===== src/design/arpc_pkg.sv =====
`default_nettype none

package arpc_pkg;

  localparam int TABLE_DEPTH = 128;
  localparam int IDX_W       = (TABLE_DEPTH > 1) ? $clog2(TABLE_DEPTH) : 1;

  localparam int CMD_W    = 1;
  localparam int MAC_W    = 48;
  localparam int IP_W     = 32;
  localparam int KEY_W    = 8;
  localparam int PREFIX_W = 16;
  localparam int STATUS_W = 3;
  localparam int ENTRY_W  = KEY_W + MAC_W;

  localparam logic [CMD_W-1:0] CMD_LEARN  = 1'b0;
  localparam logic [CMD_W-1:0] CMD_LOOKUP = 1'b1;

  localparam logic [STATUS_W-1:0] ST_LEARNED  = 3'd0;
  localparam logic [STATUS_W-1:0] ST_CACHED   = 3'd1;
  localparam logic [STATUS_W-1:0] ST_OUTSIDE  = 3'd2;
  localparam logic [STATUS_W-1:0] ST_HIT      = 3'd3;
  localparam logic [STATUS_W-1:0] ST_MISS     = 3'd4;

  localparam logic [PREFIX_W-1:0] SUBNET_RESET = 16'hC0A8;
  localparam logic [MAC_W-1:0]    MAC_BCAST    = {MAC_W{1'b1}};

  typedef enum logic [1:0] {
    S_IDLE,
    S_SCAN,
    S_DRAIN,
    S_FINISH
  } arpc_state_t;

  typedef struct packed {
    logic load;
    logic scan;
    logic finish;
  } arpc_ctrl_t;

  typedef struct packed {
    logic outside;
    logic scan_last;
    logic out_busy;
  } arpc_stat_t;

endpackage

`default_nettype wire


===== src/design/arpc_ctrl.sv =====
`default_nettype none

module arpc_ctrl
  import arpc_pkg::*;
(
  input  wire logic       clk,
  input  wire logic       rst,
  input  wire logic       in_valid,
  output logic            in_ready,
  input  wire arpc_stat_t stat,
  output arpc_ctrl_t      ctrl
);

  arpc_state_t state;
  arpc_state_t state_next;

  always_ff @(posedge clk) begin
    if (rst) begin
      state <= S_IDLE;
    end else begin
      state <= state_next;
    end
  end

  always_comb begin
    state_next = state;
    case (state)
      S_IDLE: begin
        if (in_valid) begin
          state_next = stat.outside ? S_FINISH : S_SCAN;
        end
      end
      S_SCAN: begin
        if (stat.scan_last) begin
          state_next = S_DRAIN;
        end
      end
      S_DRAIN: begin
        state_next = S_FINISH;
      end
      S_FINISH: begin
        if (!stat.out_busy) begin
          state_next = S_IDLE;
        end
      end
      default: begin
        state_next = S_IDLE;
      end
    endcase
  end

  always_comb begin
    in_ready    = 1'b0;
    ctrl.load   = 1'b0;
    ctrl.scan   = 1'b0;
    ctrl.finish = 1'b0;
    case (state)
      S_IDLE: begin
        in_ready  = 1'b1;
        ctrl.load = in_valid;
      end
      S_SCAN: begin
        ctrl.scan = 1'b1;
      end
      S_DRAIN: begin
      end
      S_FINISH: begin
        ctrl.finish = !stat.out_busy;
      end
      default: begin
      end
    endcase
  end

  a_drain_to_finish: assert property (@(posedge clk) disable iff (rst)
    state == S_DRAIN |=> state == S_FINISH)
    else $error("drain did not lead to finish");

  a_outside_skips_scan: assert property (@(posedge clk) disable iff (rst)
    (state == S_IDLE && in_valid && stat.outside) |=> state == S_FINISH)
    else $error("outside-subnet item entered scan");

endmodule

`default_nettype wire


===== config.mk =====
export PLATFORM = sky130hd
export DESIGN_NAME = arpc_ctrl
export DESIGN_NICKNAME = d
export VERILOG_FILES = /design/src/design/arpc_pkg.sv /design/src/design/arpc_ctrl.sv
export SDC_FILE = /design/constraint.sdc
export NUM_CORES = 1
export LEC_CHECK = 0
export ABC_AREA = 1
export BUFFER_PORTS_ARGS = -buffer_cell sky130_fd_sc_hd__buf_2
export CAP_MARGIN = 10
export CORE_AREA = 2 2 39 41
export DETAILED_ROUTE_END_ITERATION = 12
export DIE_AREA = 0 0 41 43
export MAX_ROUTING_LAYER = met4
export PLACE_DENSITY = 0.43
export SETUP_SLACK_MARGIN = 0.05
export SYNTH_ARGS = -nofsm -noshare
export SYNTH_HDL_FRONTEND = slang
export SYNTH_SLANG_ARGS = --single-unit

===== constraint.sdc =====
create_clock -name clk -period 1.5 [get_ports clk]
set_input_delay 0.075 -clock clk [delete_from_list [all_inputs] [get_ports clk]]
set_output_delay 0.075 -clock clk [all_outputs]
set_load 0.01 [all_outputs]

==> impl_metrics.csv <==
group,metric,value,unit
setup_path,cp.required,1.42,ns
global_routing,antenna_found_initial,0,
timing,max_freq,807,MHz
cells_and_area,final_area,294,um^2
clocking,tritoncts,"built",
clocking,clk_latency,0.22,ns
die,die_area,1760,um^2
power_and_ir_drop,switching_share,45.2,%
placed_design,place_area,272,um^2
die,die_x,41,um
cells_and_area,area_growth_syn_to_layout,42.4,%
route,drt-total-wl,396,um
cells_and_area,largest_reg_flops,2,
power_and_ir_drop,switching_power,258,uW
cells_and_area,multi_input_area,136,um^2
yosys,yosysTopAreaCell,"ha_1",
clocking,clockBufferDepth,2,
timing,fin_skew,0.000555,ns
placed_design,hpwl,324,um
die,ioPinCount,10,
status,status,"finished clean",
hold_path,hold_depth,4,
timing,final_max_slew_viol_count,0,
timing,tightestPinTransition,0.196,ns
setup_path,critical_path_peak_fanout,6,
global_routing,overflow,0,
cells_and_area,instances_no_fill,59,
die,core_area,1380,um^2
global_routing,grt_pass1_wl,683,um
cells_and_area,final_cell_mix,"9 x buf_2, 8 x inv_1, 8 x nand2_1",
cells_and_area,regArea,40.0,um^2
clocking,numClockSinks,2,
setup_path,end_kind,"output pin",
global_routing,grt_pass1_vias,194,
die,start_util,14.9,%
yosys,synth_warnings,0,
placed_design,placed_cells,56,
power_and_ir_drop,p_leak,0.177,nW
yosys,synth_fp_nets,41,
route,drc_errors,0,
yosys,netlist_instances,31,
cells_and_area,nNetsFinal,55,
clocking,cts_made_buffers,3,
die,die-height,43,um
clocking,cts_resized,0,
yosys,netlist-cell-type-count,10,
route,vias,205,
cells_and_area,antenna_cells,0,
power_and_ir_drop,internal-power,313,uW
power_and_ir_drop,power_frac_clock,20.7,%
cells_and_area,drive_gt1_share,34.9,%
yosys,yosysSeqAreaShare,19.4,%
timing,slew_headroom,87.0,%
clocking,clkTransAtPathRegs,0.03,ns
clocking,htree_levels,1,
setup_path,worst_ep_arrival_time,1.16,ns
timing,fin_setup_tns,0,ns
yosys,synth-seq-cells,2,
global_routing,grt_usage,6.36,%
timing,layout_min_cycle_time,1.24,ns
cells_and_area,fillers,167,
yosys,syn_area_per_cell,6.66,um^2
route,drt_iter0_markers,0,
yosys,post-synth-top-area-fraction,24.2,%
cells_and_area,largest_register,"state",
route,final_antenna_net_count,0,
cells_and_area,final_common_cell,"buf_2",
clocking,cts-root-buf,"clkbuf_4",
clocking,postCtsSetupBuffers,0,
clocking,hold_buffers,0,
power_and_ir_drop,power_frac_comb,61.0,%
setup_path,start_kind,"register",
route,dr.pass1.iters,1,
timing,setup_viol,0,
die,rows,14,
power_and_ir_drop,power_per_cell_area,1940,nW/um^2
placed_design,gp_congestion,0.726,
timing,fin_crit_sh,82.6,%
placed_design,io_buffers,9,
route,routedWlPerCell,6.71,um
global_routing,grt_max_degree,7,
setup_path,path_class,"register to output pin",
hold_path,hp-class,"primary input to register",
timing,rsz0062_at_grt,"no",
yosys,syn_area,206,um^2
setup_path,reg2reg_depth,5,
yosys,synth_area_leaders,"ha_1 24%, dfxtp_1 19%, inv_1 15%",
route,vias_per_cell,3.47,
job,drv_cap,0,
power_and_ir_drop,p_seq_share,18.4,%
cells_and_area,top_regs,"state (2)",
timing,hold_viol_final,0,
power_and_ir_drop,ir_drop,0.459,mV
## cell type report
class / instances / share of cell area [%]
clock buffers: 3 / 7.66
repair buffers: 9 / 15.3
multi-input cells: 21 / 46.4
inverters: 8 / 10.2
well taps: 16 / 6.81
flip-flops and latches: 2 / 13.6
## cells in the mapped netlist
library cell / n
nor2_2: 1
o21ai_0: 1
ha_1: 4
dfxtp_1: 2
nand2_1: 8
nand3_4: 1
nor2_1: 4
inv_1: 8
or2_0: 1
nand2_2: 1
## cell families (layout without fill, tap and decap cells)
group                      count (synthesis)  count (layout)  synth area share (%)
AOI/OAI and AO/OA                          1               1                  2.42
adders and majority gates                  4               4                  24.2
buffers and inverters                      8              20                  14.5
DFF                                        2               2                  19.4
and+or+nand+nor                           16              16                  39.4
## routing by layer
metal  track usage, %  vias to the layer above  routed length (um)
met1             6.37                       87                 190
met3             3.14                        0                  22
met2             7.50                        5                 183
met4             8.00                        0                   0
li1                 -                      113                   -
met5                -                        -                   0
## worst max-delay path: stages (launching register included)
cell	delay (ns)
dfxtp_1	0.35
inv_1	0.09
ha_1	0.27
nand2_1	0.08
inv_1	0.03
buf_2	0.12
## path summary, 6_finish.rpt
check                           slack [ns]      from        to
worst max register to register        0.30  state[0]  state[0]
worst min register to register        0.62  state[0]  state[0]
worst max-delay path                  0.26  state[0]   ctrl[2]
worst min-delay path                   0.1       rst  state[0]
## power groups by stage
stage / Clock, mW / Combinational [mW] / Sequential, mW
CTS: 0.129 / 0.356 / 0.106
detailed placement: 0 / 0.356 / 0.107
global placement: 0 / 0.350 / 0.106
global route: 0.137 / 0.410 / 0.110
floorplan: 0 / 0.269 / 0.0994
finish: 0.118 / 0.348 / 0.105
## metrics by stage
step	util (%)	setup WS [ns]	hold slack (ns)	power, mW
after floorplan	-	0.340	0.198	0.368
after global placement	19.6	0.297	0.332	0.456
after detailed placement	19.6	0.291	0.332	0.463
after CTS	21.2	0.237	0.0891	0.592
after global routing	21.2	0.168	0.124	0.657
final	21.2	0.261	0.0987	0.571
(Power assumes the default switching activity.)
